[config.mk]
export PLATFORM = sky130hd
export DESIGN_NAME = neighbor_table_rssi_ema
export DESIGN_NICKNAME = d
export VERILOG_FILES = /design/src/hdl/ntre_pkg.sv /design/src/hdl/ntre_ctrl.sv /design/src/hdl/ntre_datapath.sv /design/src/hdl/neighbor_table_rssi_ema.sv
export VERILOG_INCLUDE_DIRS = /design/src /design/src/hdl
export SDC_FILE = /design/constraint.sdc
export NUM_CORES = 2
export LEC_CHECK = 0
export BUFFER_PORTS_ARGS = -buffer_cell sky130_fd_sc_hd__buf_2
export CORE_MARGIN = 2
export CORE_UTILIZATION = 60
export CTS_BUF_LIST = sky130_fd_sc_hd__clkbuf_4 sky130_fd_sc_hd__clkbuf_8
export DETAILED_ROUTE_END_ITERATION = 12
export PLACE_DENSITY = 0.74
export RECOVER_POWER = 50
export SLEW_MARGIN = 20
export SYNTH_ARGS = -nofsm -noshare
export SYNTH_HDL_FRONTEND = slang
export SYNTH_SLANG_ARGS = --single-unit
[constraint.sdc]
create_clock -name clk_i -period 65.7 [get_ports clk_i]
set_input_delay 16.425 -clock clk_i [delete_from_list [all_inputs] [get_ports clk_i]]
set_output_delay 16.425 -clock clk_i [all_outputs]
set_load 0.01 [all_outputs]
[src/hdl/assert_macros.svh]
// Assertion macros used by the top level of the neighbor table.
`ifndef ASSERT_MACROS_SVH
`define ASSERT_MACROS_SVH

// Clocked assertion with asynchronous active-low reset disable.
`define ASSERT_CLK(label, clk, rst_n, prop, msg) \
  label: assert property (@(posedge clk) disable iff (!rst_n) prop) else $error(msg);

// Implication shorthand: antecedent holds in the same cycle.
`define ASSERT_IMP(label, clk, rst_n, ante, cons, msg) \
  label: assert property (@(posedge clk) disable iff (!rst_n) (ante) |-> (cons)) else $error(msg);

`endif

[src/hdl/ntre_pkg.sv]
// Package: types, codes and helpers of the neighbor table.
`default_nettype none
package ntre_pkg;

  typedef enum logic [1:0] {
    CMD_OBSERVE = 2'd0,
    CMD_AGE     = 2'd1,
    CMD_READ    = 2'd2,
    CMD_CLEAR   = 2'd3
  } cmd_e;

  typedef enum logic [3:0] {
    ST_UPDATED   = 4'd0,
    ST_INSERTED  = 4'd1,
    ST_EVICTED   = 4'd2,
    ST_WEAK      = 4'd3,
    ST_INVALID   = 4'd4,
    ST_SELF      = 4'd5,
    ST_READ_OK   = 4'd6,
    ST_READ_MISS = 4'd7,
    ST_AGED      = 4'd8,
    ST_CLEARED   = 4'd9
  } status_e;

  // Configuration register indexes
  localparam logic [1:0] CFG_RSSI_THRESHOLD = 2'd0;
  localparam logic [1:0] CFG_TTL_SECONDS    = 2'd1;
  localparam logic [1:0] CFG_OWN_ADDRESS    = 2'd2;

  localparam int unsigned CFG_WIDTH = 48;
  localparam logic [31:0] MS_PER_S  = 32'd1000;

  localparam logic signed [7:0] RESET_THRESHOLD = -8'sd70;
  localparam logic [15:0]       RESET_TTL       = 16'd30;

  typedef struct packed {
    logic [1:0]        command;
    logic [47:0]       mac;
    logic signed [7:0] rssi;
    logic [31:0]       now_ms;
    logic [63:0]       genome_upper;
    logic [63:0]       genome_lower;
    logic [7:0]        stage;
    logic [7:0]        level_byte;
    logic [7:0]        flag_byte;
    logic              genome_ok;
    logic [2:0]        index;
  } req_t;

  typedef struct packed {
    logic [3:0]        status;
    logic [3:0]        entry_count;
    logic [47:0]       out_mac;
    logic signed [7:0] out_rssi;
    logic [63:0]       out_genome_upper;
    logic [63:0]       out_genome_lower;
    logic [7:0]        out_stage;
    logic [7:0]        out_level;
    logic [7:0]        out_flags;
    logic [31:0]       out_last_seen;
  } rsp_t;

  // One table entry as held in the memory
  typedef struct packed {
    logic [47:0]       mac;
    logic signed [9:0] acc;
    logic [63:0]       gen_upper;
    logic [63:0]       gen_lower;
    logic [7:0]        stage;
    logic [7:0]        level;
    logic [7:0]        flags;
    logic [31:0]       last_seen;
  } entry_t;

  // Controller to datapath commands
  typedef struct packed {
    logic load_req;
    logic res_drop;
    logic res_clear;
    logic walk_start;
    logic walk_step;
    logic age_mode;
    logic commit;
    logic age_fin;
    logic read_issue;
    logic read_take;
    logic out_load;
  } ctl_t;

  // Datapath to controller status
  typedef struct packed {
    logic [1:0] command;
    logic       drop;
    logic       walk_done;
    logic       slot_free;
  } sts_t;

  // Quarter-dBm accumulator to dBm, truncating toward zero
  function automatic logic signed [7:0] smoothed(input logic signed [9:0] acc);
    logic signed [9:0] t;
    t = acc + (acc[9] ? 10'sd3 : 10'sd0);
    return t[9:2];
  endfunction

  // acc + (4*rssi - acc)/4 with truncating division
  function automatic logic signed [9:0] ema(input logic signed [9:0] acc,
                                            input logic signed [7:0] rssi);
    logic signed [10:0] d;
    logic signed [10:0] d4;
    d  = $signed({rssi[7], rssi, 2'b00}) - $signed({acc[9], acc});
    d4 = d + (d[10] ? 11'sd3 : 11'sd0);
    // quotient is sign-extended back to the accumulator width
    return acc + $signed({d4[10], d4[10:2]});
  endfunction

endpackage
`default_nettype wire

[src/hdl/ntre_ctrl.sv]
// Controller state machine of the neighbor table.
`default_nettype none
module ntre_ctrl (
  input  wire logic          clk_i,
  input  wire logic          rst_ni,
  input  wire logic          in_valid_i,
  output logic               in_stall_o,
  input  wire ntre_pkg::sts_t sts_i,
  output ntre_pkg::ctl_t     ctl_o
);

  typedef enum logic [6:0] {
    S_IDLE    = 7'b0000001,
    S_DECODE  = 7'b0000010,
    S_SCAN    = 7'b0000100,
    S_AGE     = 7'b0001000,
    S_RD_ADDR = 7'b0010000,
    S_RD_DATA = 7'b0100000,
    S_DONE    = 7'b1000000
  } state_e;

  state_e state_q, state_d;

  // Next state and commands
  always_comb begin
    state_d = state_q;
    ctl_o   = '0;
    case (state_q)
      S_IDLE: begin
        if (in_valid_i) begin
          ctl_o.load_req = 1'b1;
          state_d        = S_DECODE;
        end
      end
      S_DECODE: begin
        case (ntre_pkg::cmd_e'(sts_i.command))
          ntre_pkg::CMD_OBSERVE: begin
            if (sts_i.drop) begin
              ctl_o.res_drop = 1'b1;
              state_d        = S_DONE;
            end else begin
              ctl_o.walk_start = 1'b1;
              state_d          = S_SCAN;
            end
          end
          ntre_pkg::CMD_AGE: begin
            ctl_o.walk_start = 1'b1;
            state_d          = S_AGE;
          end
          ntre_pkg::CMD_READ: state_d = S_RD_ADDR;
          default: begin
            ctl_o.res_clear = 1'b1;
            state_d         = S_DONE;
          end
        endcase
      end
      S_SCAN: begin
        ctl_o.walk_step = 1'b1;
        if (sts_i.walk_done) begin
          ctl_o.commit = 1'b1;
          state_d      = S_DONE;
        end
      end
      S_AGE: begin
        ctl_o.walk_step = 1'b1;
        ctl_o.age_mode  = 1'b1;
        if (sts_i.walk_done) begin
          ctl_o.age_fin = 1'b1;
          state_d       = S_DONE;
        end
      end
      S_RD_ADDR: begin
        ctl_o.read_issue = 1'b1;
        state_d          = S_RD_DATA;
      end
      S_RD_DATA: begin
        ctl_o.read_take = 1'b1;
        state_d         = S_DONE;
      end
      S_DONE: begin
        if (sts_i.slot_free) begin
          ctl_o.out_load = 1'b1;
          state_d        = S_IDLE;
        end
      end
      default: state_d = S_IDLE;
    endcase
  end

  always_ff @(posedge clk_i or negedge rst_ni) begin
    if (!rst_ni) begin
      state_q <= S_IDLE;
    end else begin
      state_q <= state_d;
    end
  end

  assign in_stall_o = (state_q != S_IDLE);

endmodule
`default_nettype wire

[src/hdl/ntre_datapath.sv]
// Datapath of the neighbor table: config, entry memory, walk logic, result.
`default_nettype none
module ntre_datapath #(
  parameter int unsigned TABLE_DEPTH = 8
) (
  input  wire logic                   clk_i,
  input  wire logic                   rst_ni,
  input  wire ntre_pkg::req_t         in_req_i,
  input  wire logic                   cfg_we_i,
  input  wire logic [1:0]             cfg_index_i,
  input  wire logic [ntre_pkg::CFG_WIDTH-1:0] cfg_data_i,
  output logic                        out_valid_o,
  input  wire logic                   out_stall_i,
  output ntre_pkg::rsp_t              out_rsp_o,
  input  wire ntre_pkg::ctl_t         ctl_i,
  output ntre_pkg::sts_t              sts_o
);

  localparam int unsigned AW = (TABLE_DEPTH > 1) ? $clog2(TABLE_DEPTH) : 1;
  localparam int unsigned CW = $clog2(TABLE_DEPTH + 1);
  localparam logic [CW-1:0] DepthC = CW'(TABLE_DEPTH);

  // Configuration registers
  logic signed [7:0] thr_q;
  logic [15:0]       ttl_q;
  logic [47:0]       own_q;

  always_ff @(posedge clk_i or negedge rst_ni) begin
    if (!rst_ni) begin
      thr_q <= ntre_pkg::RESET_THRESHOLD;
      ttl_q <= ntre_pkg::RESET_TTL;
      own_q <= '0;
    end else if (cfg_we_i) begin
      case (cfg_index_i)
        ntre_pkg::CFG_RSSI_THRESHOLD: thr_q <= cfg_data_i[7:0];
        ntre_pkg::CFG_TTL_SECONDS:    ttl_q <= cfg_data_i[15:0];
        ntre_pkg::CFG_OWN_ADDRESS:    own_q <= cfg_data_i[47:0];
        default: ;
      endcase
    end
  end

  // Latched request
  ntre_pkg::req_t req_q;
  always_ff @(posedge clk_i) begin
    if (ctl_i.load_req) begin
      req_q <= in_req_i;
    end
  end

  logic is_weak, is_self, drop;
  assign is_weak = ($signed(req_q.rssi) < thr_q);
  assign is_self = (req_q.mac == own_q);
  assign drop    = is_weak || !req_q.genome_ok || is_self;

  // Entry memory, one write and one registered read port
  ntre_pkg::entry_t mem_q [TABLE_DEPTH];
  ntre_pkg::entry_t rd_q;
  logic [AW-1:0]    rd_addr;
  logic             we;
  logic [AW-1:0]    wa;
  ntre_pkg::entry_t wd;

  always_ff @(posedge clk_i) begin
    rd_q <= mem_q[rd_addr];
    if (we) begin
      mem_q[wa] <= wd;
    end
  end

  // Walk state
  logic [CW-1:0]      count_q;
  logic [CW-1:0]      ptr_q;
  logic               pend_q;
  logic [AW-1:0]      pidx_q;
  logic [CW-1:0]      w_q;
  logic               hit_q;
  logic [AW-1:0]      hit_idx_q;
  logic signed [9:0]  hit_acc_q;
  logic [AW-1:0]      vic_q;
  logic [31:0]        vic_age_q;
  logic signed [7:0]  vic_sm_q;

  logic               issue;
  logic [31:0]        age;
  logic signed [7:0]  rd_sm;
  logic [31:0]        limit;
  logic               keep;
  logic               worse;

  assign issue   = ctl_i.walk_step && (ptr_q < count_q);
  assign rd_addr = ctl_i.read_issue ? AW'(req_q.index) : ptr_q[AW-1:0];
  assign age     = req_q.now_ms - rd_q.last_seen;
  assign rd_sm   = ntre_pkg::smoothed(rd_q.acc);
  assign limit   = 32'(ttl_q) * ntre_pkg::MS_PER_S;
  assign keep    = (age < limit);
  assign worse   = (pidx_q == '0) || (age > vic_age_q) ||
                   ((age == vic_age_q) && (rd_sm < vic_sm_q));

  // Commit of an observation
  logic [AW-1:0]     cidx;
  logic signed [9:0] cacc;
  logic              room;
  assign room = (count_q < DepthC);
  always_comb begin
    if (hit_q) begin
      cidx = hit_idx_q;
    end else if (room) begin
      cidx = count_q[AW-1:0];
    end else begin
      cidx = vic_q;
    end
    cacc = hit_q ? ntre_pkg::ema(hit_acc_q, req_q.rssi)
                 : $signed({req_q.rssi, 2'b00});
  end

  // Memory write select
  always_comb begin
    we = 1'b0;
    wa = w_q[AW-1:0];
    wd = rd_q;
    if (ctl_i.commit) begin
      we           = 1'b1;
      wa           = cidx;
      wd.mac       = req_q.mac;
      wd.acc       = cacc;
      wd.gen_upper = req_q.genome_upper;
      wd.gen_lower = req_q.genome_lower;
      wd.stage     = req_q.stage;
      wd.level     = req_q.level_byte;
      wd.flags     = req_q.flag_byte;
      wd.last_seen = req_q.now_ms;
    end else if (ctl_i.age_mode && pend_q && keep) begin
      we = 1'b1;
    end
  end

  // Walk control and table count
  always_ff @(posedge clk_i or negedge rst_ni) begin
    if (!rst_ni) begin
      count_q <= '0;
      ptr_q   <= '0;
      pend_q  <= 1'b0;
      w_q     <= '0;
      hit_q   <= 1'b0;
    end else begin
      if (ctl_i.walk_start) begin
        ptr_q  <= '0;
        pend_q <= 1'b0;
        w_q    <= '0;
        hit_q  <= 1'b0;
      end else if (ctl_i.walk_step) begin
        pend_q <= issue;
        if (issue) begin
          ptr_q <= ptr_q + 1'b1;
        end
        if (pend_q && !ctl_i.age_mode && !hit_q && (rd_q.mac == req_q.mac)) begin
          hit_q <= 1'b1;
        end
        if (pend_q && ctl_i.age_mode && keep) begin
          w_q <= w_q + 1'b1;
        end
      end
      if (ctl_i.commit && !hit_q && room) begin
        count_q <= count_q + 1'b1;
      end else if (ctl_i.age_fin) begin
        count_q <= w_q;
      end else if (ctl_i.res_clear) begin
        count_q <= '0;
      end
    end
  end

  // Walk payload: hit and victim trackers
  always_ff @(posedge clk_i) begin
    if (ctl_i.walk_step && issue) begin
      pidx_q <= ptr_q[AW-1:0];
    end
    if (ctl_i.walk_step && pend_q && !ctl_i.age_mode) begin
      if (!hit_q && (rd_q.mac == req_q.mac)) begin
        hit_idx_q <= pidx_q;
        hit_acc_q <= rd_q.acc;
      end
      if (worse) begin
        vic_q     <= pidx_q;
        vic_age_q <= age;
        vic_sm_q  <= rd_sm;
      end
    end
  end

  // Result register
  ntre_pkg::rsp_t res_q;
  ntre_pkg::rsp_t res_d;
  logic           res_load;
  logic [CW-1:0]  cnt_after;
  assign cnt_after = count_q + ((!hit_q && room) ? CW'(1) : CW'(0));
  assign res_load  = ctl_i.res_drop || ctl_i.res_clear || ctl_i.age_fin ||
                     ctl_i.commit || ctl_i.read_take;

  // Response of the finished request
  always_comb begin
    res_d = '0;
    if (ctl_i.res_drop) begin
      res_d.entry_count = 4'(count_q);
      if (is_weak) begin
        res_d.status = ntre_pkg::ST_WEAK;
      end else if (!req_q.genome_ok) begin
        res_d.status = ntre_pkg::ST_INVALID;
      end else begin
        res_d.status = ntre_pkg::ST_SELF;
      end
    end else if (ctl_i.res_clear) begin
      res_d.status = ntre_pkg::ST_CLEARED;
    end else if (ctl_i.age_fin) begin
      res_d.status      = ntre_pkg::ST_AGED;
      res_d.entry_count = 4'(w_q);
    end else if (ctl_i.commit) begin
      res_d.entry_count = 4'(cnt_after);
      res_d.out_rssi    = ntre_pkg::smoothed(cacc);
      if (hit_q) begin
        res_d.status = ntre_pkg::ST_UPDATED;
      end else if (room) begin
        res_d.status = ntre_pkg::ST_INSERTED;
      end else begin
        res_d.status = ntre_pkg::ST_EVICTED;
      end
    end else if (ctl_i.read_take) begin
      res_d.entry_count = 4'(count_q);
      if (8'(req_q.index) < 8'(count_q)) begin
        res_d.status           = ntre_pkg::ST_READ_OK;
        res_d.out_mac          = rd_q.mac;
        res_d.out_rssi         = rd_sm;
        res_d.out_genome_upper = rd_q.gen_upper;
        res_d.out_genome_lower = rd_q.gen_lower;
        res_d.out_stage        = rd_q.stage;
        res_d.out_level        = rd_q.level;
        res_d.out_flags        = rd_q.flags;
        res_d.out_last_seen    = rd_q.last_seen;
      end else begin
        res_d.status = ntre_pkg::ST_READ_MISS;
      end
    end
  end

  always_ff @(posedge clk_i) begin
    if (res_load) begin
      res_q <= res_d;
    end
  end

  // Output register
  logic           out_valid_q;
  ntre_pkg::rsp_t out_q;

  always_ff @(posedge clk_i or negedge rst_ni) begin
    if (!rst_ni) begin
      out_valid_q <= 1'b0;
    end else if (ctl_i.out_load) begin
      out_valid_q <= 1'b1;
    end else if (!out_stall_i) begin
      out_valid_q <= 1'b0;
    end
  end

  always_ff @(posedge clk_i) begin
    if (ctl_i.out_load) begin
      out_q <= res_q;
    end
  end

  assign out_valid_o     = out_valid_q;
  assign out_rsp_o       = out_q;
  assign sts_o.command   = req_q.command;
  assign sts_o.drop      = drop;
  assign sts_o.walk_done = !pend_q && (ptr_q >= count_q);
  assign sts_o.slot_free = !out_valid_q || !out_stall_i;

endmodule
`default_nettype wire

[src/hdl/neighbor_table_rssi_ema.sv]
// Top level of the neighbor table with smoothed RSSI and oldest-first eviction.
// Usage:
//  - Request channel: in_valid_i / in_stall_o carry one in_req_i per request
//    (observe, age, read, clear). A request is taken when valid is high and
//    stall is low; stall stays high while a request is in work.
//  - Response channel: out_valid_o / out_stall_i carry one out_rsp_o per
//    request, held in an output register until taken.
//  - Config: cfg_we_i writes register cfg_index_i with cfg_data_i; write only
//    while the block is idle.
//  - Observe and age walk the valid entries of the table one entry per cycle
//    through the single read port of the entry memory. One request is in
//    work at a time; the next is taken once the block is idle again.
//  - Reset empties the table and loads the config defaults.
//  - While the receiver stalls, the finished response waits in the output
//    register; the next request may already be taken and worked on, and its
//    response waits until the register frees.
`default_nettype none
`include "assert_macros.svh"
module neighbor_table_rssi_ema #(
  parameter int unsigned TABLE_DEPTH = 8
) (
  input  wire logic                           clk_i,
  input  wire logic                           rst_ni,
  input  wire logic                           in_valid_i,
  output logic                                in_stall_o,
  input  wire ntre_pkg::req_t                 in_req_i,
  output logic                                out_valid_o,
  input  wire logic                           out_stall_i,
  output ntre_pkg::rsp_t                      out_rsp_o,
  input  wire logic                           cfg_we_i,
  input  wire logic [1:0]                     cfg_index_i,
  input  wire logic [ntre_pkg::CFG_WIDTH-1:0] cfg_data_i
);

  ntre_pkg::ctl_t ctl;
  ntre_pkg::sts_t sts;
  logic           req_take;
  logic           rsp_read_ok;
  logic           rsp_no_entry;

  ntre_ctrl u_ctrl (
    .clk_i      (clk_i),
    .rst_ni     (rst_ni),
    .in_valid_i (in_valid_i),
    .in_stall_o (in_stall_o),
    .sts_i      (sts),
    .ctl_o      (ctl)
  );

  ntre_datapath #(
    .TABLE_DEPTH (TABLE_DEPTH)
  ) u_dp (
    .clk_i       (clk_i),
    .rst_ni      (rst_ni),
    .in_req_i    (in_req_i),
    .cfg_we_i    (cfg_we_i),
    .cfg_index_i (cfg_index_i),
    .cfg_data_i  (cfg_data_i),
    .out_valid_o (out_valid_o),
    .out_stall_i (out_stall_i),
    .out_rsp_o   (out_rsp_o),
    .ctl_i       (ctl),
    .sts_o       (sts)
  );

  // Helpers for the checks below
  assign req_take     = in_valid_i && !in_stall_o;
  assign rsp_read_ok  = (out_rsp_o.status == ntre_pkg::ST_READ_OK);
  assign rsp_no_entry = out_rsp_o.status inside {ntre_pkg::ST_WEAK, ntre_pkg::ST_INVALID,
                                                 ntre_pkg::ST_SELF, ntre_pkg::ST_AGED,
                                                 ntre_pkg::ST_CLEARED,
                                                 ntre_pkg::ST_READ_MISS};

  // A taken request keeps the block busy in the next cycle
  `ASSERT_CLK(a_busy_after_req, clk_i, rst_ni, req_take |=> in_stall_o, "not busy after request")

  // Entry fields other than the smoothed RSSI are zero except for a successful read; the MAC is checked
  `ASSERT_IMP(a_mac_zero, clk_i, rst_ni, out_valid_o && !rsp_read_ok, out_rsp_o.out_mac == '0, "mac set")

  // Smoothed RSSI is zero for drop, age, clear and read miss
  `ASSERT_IMP(a_rssi_zero, clk_i, rst_ni, out_valid_o && rsp_no_entry, out_rsp_o.out_rssi == '0, "rssi set")

  // Load into the output register only when it is free
  `ASSERT_IMP(a_no_overwrite, clk_i, rst_ni, ctl.out_load, !out_valid_o || !out_stall_i, "overwritten")

endmodule
`default_nettype wire
# Yosys cells after proc, flatten, opt, wreduce, memory -nomap -nowiden
# Memory sizes are Yosys's and may differ from the RTL's. A register that Yosys moved wholly into a read port is not among the register bits.
# Cells that the tools add are included.
[classes]
addsub = 10
multipliers = 1
magnitude_cmp = 8
n_eq_ne = 19
mux = 69
bitwise = 2
reduce_logical = 51
[op_table]
columns = ["operator", "count"]
rows = [
  ["$mux 240", 2],
  ["$mux 247", 1],
  ["$mux 244", 1],
  ["$mux 242", 1],
  ["$mux 184", 1],
  ["$eq 48x48->1", 2],
  ["$mux 4", 12],
  ["$mux 48", 1],
  ["$pmux 7 s6", 1],
  ["$eq 32x32->1", 1],
  ["$gt 32x32->1", 1],
  ["$lt 32x26->1", 1],
  ["$mux 8", 4],
  ["$sub 32x32->32", 1],
  ["$mux 1", 29],
  ["$mux 7", 4],
  ["$mul 16x7->23 const B", 1],
  ["$pmux 7 s3", 1],
  ["$add 10x10->10", 2],
  ["$lt 8x8->1", 2],
  ["$reduce_and 2->1", 8],
  ["$logic_and 1x1->1", 15],
  ["$mux 3", 5],
  ["$add 4x1->4 const B", 3],
  ["other kinds (34)", 60],
]
[totals]
ff_bits = 895
ram_bits = 1936
input_bits = 301
output_inout_bits = 250
elab_cells = 208
memories = 1
[memory_table]
columns = ["memory", "words", "word_bits", "read_ports", "rd_clocked_by_memory_dff", "write_ports", "line_no", "rtl"]
rows = [
  ["u_dp.mem_q", 8, 242, 1, 1, 1, "ntre_datapath.sv:57", "ntre_pkg::entry_t mem_q [TABLE_DEPTH];"],
]

# Depth between registers and ports, before layout
[logic_depth]
word_depth = 11
depth_mapped = 31
ltp_nobuf = 29

# Hierarchy
# From an unflattened synthesis, not the netlist that was laid out.
[unflattened]
cells_unflattened = 5988
hier_area_um2 = 118944.1
[modules_own_cells]
columns = ["mod", "n_inst", "cells_each", "area_each_um2", "seq_area_each_um2"]
rows = [
  ["ntre_datapath", 1, 5927, 118371.0, 89221.8],
  ["ntre_ctrl", 1, 61, 573.0, 176.4],
]

# Worst setup path after synthesis
# OpenSTA, ideal clock, no wires.
[synth_path]
kind = "input port to flip-flop"
from = "in out_stall_i"
to = "reg u_dp.out_q, in the netlist u_dp.out_rsp_o[0] (enable)"
setup_ns = 0.939
arrival_time_ns = 28.329
t_required_ns = 64.761
slack_ns = 36.432
cell_stages = 1
path_buffers = 0
cell_sequence = "a21oi_1"
[synth_via]
elab_chain_len = 4
[synth_rtl]
columns = ["item", "line_no", "rtl"]
rows = [
  ["start: declaration", "neighbor_table_rssi_ema.sv:28", "input wire logic out_stall_i,"],
  ["$logic_not 1->1", "n/a", ""],
  ["$logic_or 1x1->1", "ntre_datapath.sv:277", "assign sts_o.slot_free = !out_valid_q || !out_stall_i;"],
  ["$mux 1", "ntre_ctrl.sv:81", "if (sts_i.slot_free) begin"],
  ["$mux 1", "ntre_ctrl.sv:28", "case (state_q)"],
  ["end signal: assignment", "ntre_datapath.sv:268", "out_q <= res_q;"],
  ["end: declaration", "ntre_datapath.sv:254", "ntre_pkg::rsp_t out_q;"],
]
# Every way passes these cells.
# A chain may end at the register's enable or synchronous reset.

# Worst setup path in the final report
[layout_path]
from = "reg u_ctrl.state_q[3]"
to = "out in_stall_o"
[layout_via]
elab_chain_len = 1
[layout_rtl]
columns = ["item", "line_no", "rtl"]
rows = [
  ["start: declaration", "ntre_ctrl.sv:22", "state_e state_q, state_d;"],
  ["start signal: assignment", "ntre_ctrl.sv:94", "state_q <= state_d;"],
  ["$ne 7x1->1", "ntre_ctrl.sv:98", "assign in_stall_o = (state_q != S_IDLE);"],
  ["end: declaration", "neighbor_table_rssi_ema.sv:25", "output logic in_stall_o,"],
]
# Every way passes these cells.

==> flow_metrics.env <==
export IMPL_status="finished, violations left"
export IMPL_violations="max-capacitance violations, max-slew violations"
export IMPL_hold_class="reg2reg"
export IMPL_rrSetupSlack_ns=48.02
export IMPL_dieArea_sq_um=206000
export IMPL_area_delta_synth_final_pct=12.6
export IMPL_arrival_ns=2.71
export IMPL_syn_avg_cell_area_sq_um=12.8
export IMPL_r2r_end="u_dp.mem_q[1][217]"
export IMPL_clkPwrFrac=0.331
export IMPL_antenna_left=0
export IMPL_clock_root_buffer="clkbuf_8"
export IMPL_drc=0
export IMPL_ctsHoldBuffers=0
export IMPL_cp_max_fo=6
export IMPL_p_int_mw=3.60
export IMPL_cellPowerDensity_nw_per_um2=36.7
export IMPL_grt_max_degree=191
export IMPL_synth_cell_types=81
export IMPL_vias=76700
export IMPL_timing_slew_headroom=-5.62
export IMPL_cp_end_kind="output pin"
export IMPL_hold_path_endpoint="u_dp.out_rsp_o[160]"
export IMPL_p_sw_frac=0.280
export IMPL_drive_above_1_share=0.147
export IMPL_synth_seq_cells=3073
export IMPL_clk_latency_ns=1.15
export IMPL_synth_nets=10000
export IMPL_numPortBuffers=550
export IMPL_ios=551
export IMPL_tightest_slew_ns=9.93
export IMPL_routedWlPerCell_microns=22.6
export IMPL_power_mw=5.00
export IMPL_place_inst=12300
export IMPL_final_fill_count=13800
export IMPL_post_dp_hpwl_microns=167000
export IMPL_core_area_sq_um=200000
export IMPL_grt_antenna_before_repair=20
export IMPL_pwr_share_seq=0.474
export IMPL_drt_iter0_drc=8771
export IMPL_gr_total_overflow=0
export IMPL_setup_tns_final_ns=0
export IMPL_r2r_cells=12
export IMPL_cts_made_buffers=477
export IMPL_maxSlewViolCount=2377
export IMPL_fin_crit_sh=0.291
export IMPL_final_setup_viol_count=0
export IMPL_p_leak_nw=51.2
export IMPL_clock_sinks=3073
export IMPL_dr_pass1_iters=8
export IMPL_post_cts_buffers=0
export IMPL_fp_dieW_microns=453
export IMPL_dp_worst_setup_slack_ns=45.97
export IMPL_start_util=0.605
export IMPL_fmax_mhz=52.3
export IMPL_yosys_most_used_dff="edfxtp_1"
export IMPL_ys_seq_area_frac=0.738
export IMPL_timing_rr_start="u_dp.count_q[3]"
export IMPL_grt_pass1_wl_microns=447000
export IMPL_fin_cells=13200
export IMPL_path_class="reg2out"
export IMPL_switchingPower_mw=1.40
export IMPL_vias_per_cell=5.82
export IMPL_routed_wl_microns=298000
export IMPL_ir_worst_vdd_uv=52.9
export IMPL_hold_viol_final=0
export IMPL_synth_edff_count=2737
export IMPL_clk_pin_slew_ns=0.06
export IMPL_layout_setup_ws_ns=46.56
export IMPL_nNetsFinal=10700
export IMPL_period_needed_ns=19.14
export IMPL_min_delay_start="u_dp.res_q[160]"
export IMPL_clk_path_buf_depth=4
export IMPL_grt_pass1_vias=75200
export IMPL_placed_area_sq_um=127000
export IMPL_cts_tree="built"
export IMPL_start_kind="flop"
export IMPL_cts_resized_gates=0
export IMPL_htreeDepth=5
export IMPL_synth_area_sq_um=121000
export IMPL_die_h_microns=453
export IMPL_maxCapViolations=31
export IMPL_synthArstFlopShare=0.0306
export IMPL_netlist_instances=9463
export IMPL_track_usage=0.286
export IMPL_clock_skew_ns=0.0908
export IMPL_std_cell_rows=164
export IMPL_cp_required_ns=49.28
export IMPL_combPwrFrac=0.195
export IMPL_rsz0062_at_grt="no"
export IMPL_stdcell_area_sq_um=136000
export IMPL_whs_path_depth=0
export IMPL_ys_warnings_count=0
export IMPL_routabilityCongestion=0.895
[layout by cell type, fill, tap and decap left out, types with 27 or more instances in the layout]
| cell type | instances |
|---|---|
| o21ai_0 | 355 |
| edfxtp_1 | 2737 |
| xnor2_1 | 69 |
| clkinv_1 | 56 |
| nand4_1 | 35 |
| a21o_1 | 42 |
| nor3_1 | 28 |
| clkinv_2 | 58 |
| and2_0 | 162 |
| nor2_1 | 113 |
| clkbuf_4 | 174 |
| nand2_1 | 2876 |
| ha_1 | 183 |
| nand3_1 | 1239 |
| buf_2 | 549 |
| xor2_1 | 97 |
| a21oi_1 | 72 |
| dfrtp_1 | 84 |
| dfxtp_1 | 242 |
| and2_1 | 42 |
| fa_1 | 56 |
| mux2_2 | 66 |
| inv_1 | 212 |
| buf_4 | 65 |
| clkbuf_8 | 557 |
| clkbuf_1 | 27 |
[critical path: stages (launching register included)]
cell	delay, ns
dfrtp_1	0.44
nor4_1	0.37
nor2b_1	0.24
nand3b_1	0.28
buf_2	0.24
[power by group through the flow]
stage	clock network, mW	logic (mW)	registers, mW
floorplan	0	0.711	2.39
global placement	0	0.920	2.40
detailed placement	0	0.960	2.40
CTS	1.67	0.968	2.36
global route	1.76	1.10	2.38
finish	1.65	0.975	2.37
[registers in the layout, indices dropped and copies added (netlist names)]
| register | flops |
|---|---|
| u_dp.mem_q | 1936 |
| u_dp.out_rsp_o | 248 |
| u_dp.res_q | 248 |
| u_dp.req_q | 244 |
| u_dp.rd_q | 242 |
| u_dp.own_q | 48 |
| u_dp.vic_age_q | 32 |
| u_dp.ttl_q | 16 |
| u_dp.hit_acc_q | 10 |
| u_dp.thr_q | 8 |
| u_dp.vic_sm_q | 8 |
| u_ctrl.state_q | 7 |
| u_dp.count_q | 4 |
| u_dp.ptr_q | 4 |
| u_dp.w_q | 4 |
| u_dp.hit_idx_q | 3 |
| u_dp.pidx_q | 3 |
| u_dp.vic_q | 3 |
| u_dp.sts_o | 2 |
| u_dp.hit_q | 1 |
| u_dp.out_valid_o | 1 |
| u_dp.pend_q | 1 |
[cells in the mapped netlist (11+ instances only)]
cell type	instances	area share
mux2i_1	12	0.00099
fa_1	56	0.0093
xnor2_1	68	0.0049
and2_1	204	0.011
inv_1	212	0.0066
nand4_1	35	0.0018
nor3_1	35	0.0014
dfrtp_1	84	0.017
xor2_1	97	0.0070
nand3_1	1239	0.051
nor2b_1	21	0.0011
o21a_1	25	0.0015
nand2_1	2877	0.089
mux2_2	67	0.0062
edfxtp_1	2737	0.68
o211ai_1	11	0.00068
a21oi_1	72	0.0030
buf_1	55	0.0017
nor4_1	25	0.0013
nor2_1	114	0.0035
a21o_1	42	0.0026
ha_1	183	0.019
o21ai_0	350	0.014
nand2b_1	19	0.00098
dfxtp_1	242	0.040
clkbuf_1	420	0.013
[cell families after synthesis]
| family | count (synthesis) | synth area share |
|---|---|---|
| simple gates | 4614 | 0.164 |
| compound gates | 604 | 0.0292 |
| mux | 79 | 0.00722 |
| buf+inv | 687 | 0.0213 |
| xor+xnor | 167 | 0.0123 |
| fa+ha+maj | 239 | 0.0282 |
| flops | 3073 | 0.738 |
[worst max-delay path by stage]
stage | end | slack, ns | cells past startpoint | start
floorplan | u_dp.out_rsp_o[0] | 36.43 | 1 | out_stall_i
global placement | u_dp.req_q[110] | 46.11 | 6 | in_valid_i
detailed placement | u_dp.out_rsp_o[108] | 45.97 | 6 | out_stall_i
CTS | in_stall_o | 46.51 | 4 | u_ctrl.state_q[3]
global route | in_stall_o | 46.41 | 4 | u_ctrl.state_q[3]
finish | in_stall_o | 46.56 | 4 | u_ctrl.state_q[3]
[layout make-up]
cell class                 instances  area (sq um)  area share
sequential                      3073         89400       0.655
clock buffer                     731          8970      0.0658
multi-input combinational       5703         29200       0.214
antenna                           14          35.0    0.000257
inverter                         212           796     0.00583
clock inverter                   149          1090     0.00797
tap                             2656          3320      0.0244
timing repair buffer             651          3540      0.0259
[per-layer routing]
metal / up-vias / global-route usage / wire length, microns
li1: 34700 / - / -
met1: 37700 / 0.389 / 119000
met2: 3566 / 0.456 / 141000
met3: 685 / 0.0495 / 24500
met4: 14 / 0.132 / 13300
met5: - / 0 / 96
[through the flow]
stage / util / hold slack, ns
final: 0.681 / 0.368
after global routing: 0.681 / 0.398
after CTS: 0.682 / 0.371
after detailed placement: 0.632 / 0.405
after global placement: 0.632 / 0.403
after floorplan: - / 0.400
Note: power is estimated with default switching activity, not from simulation.
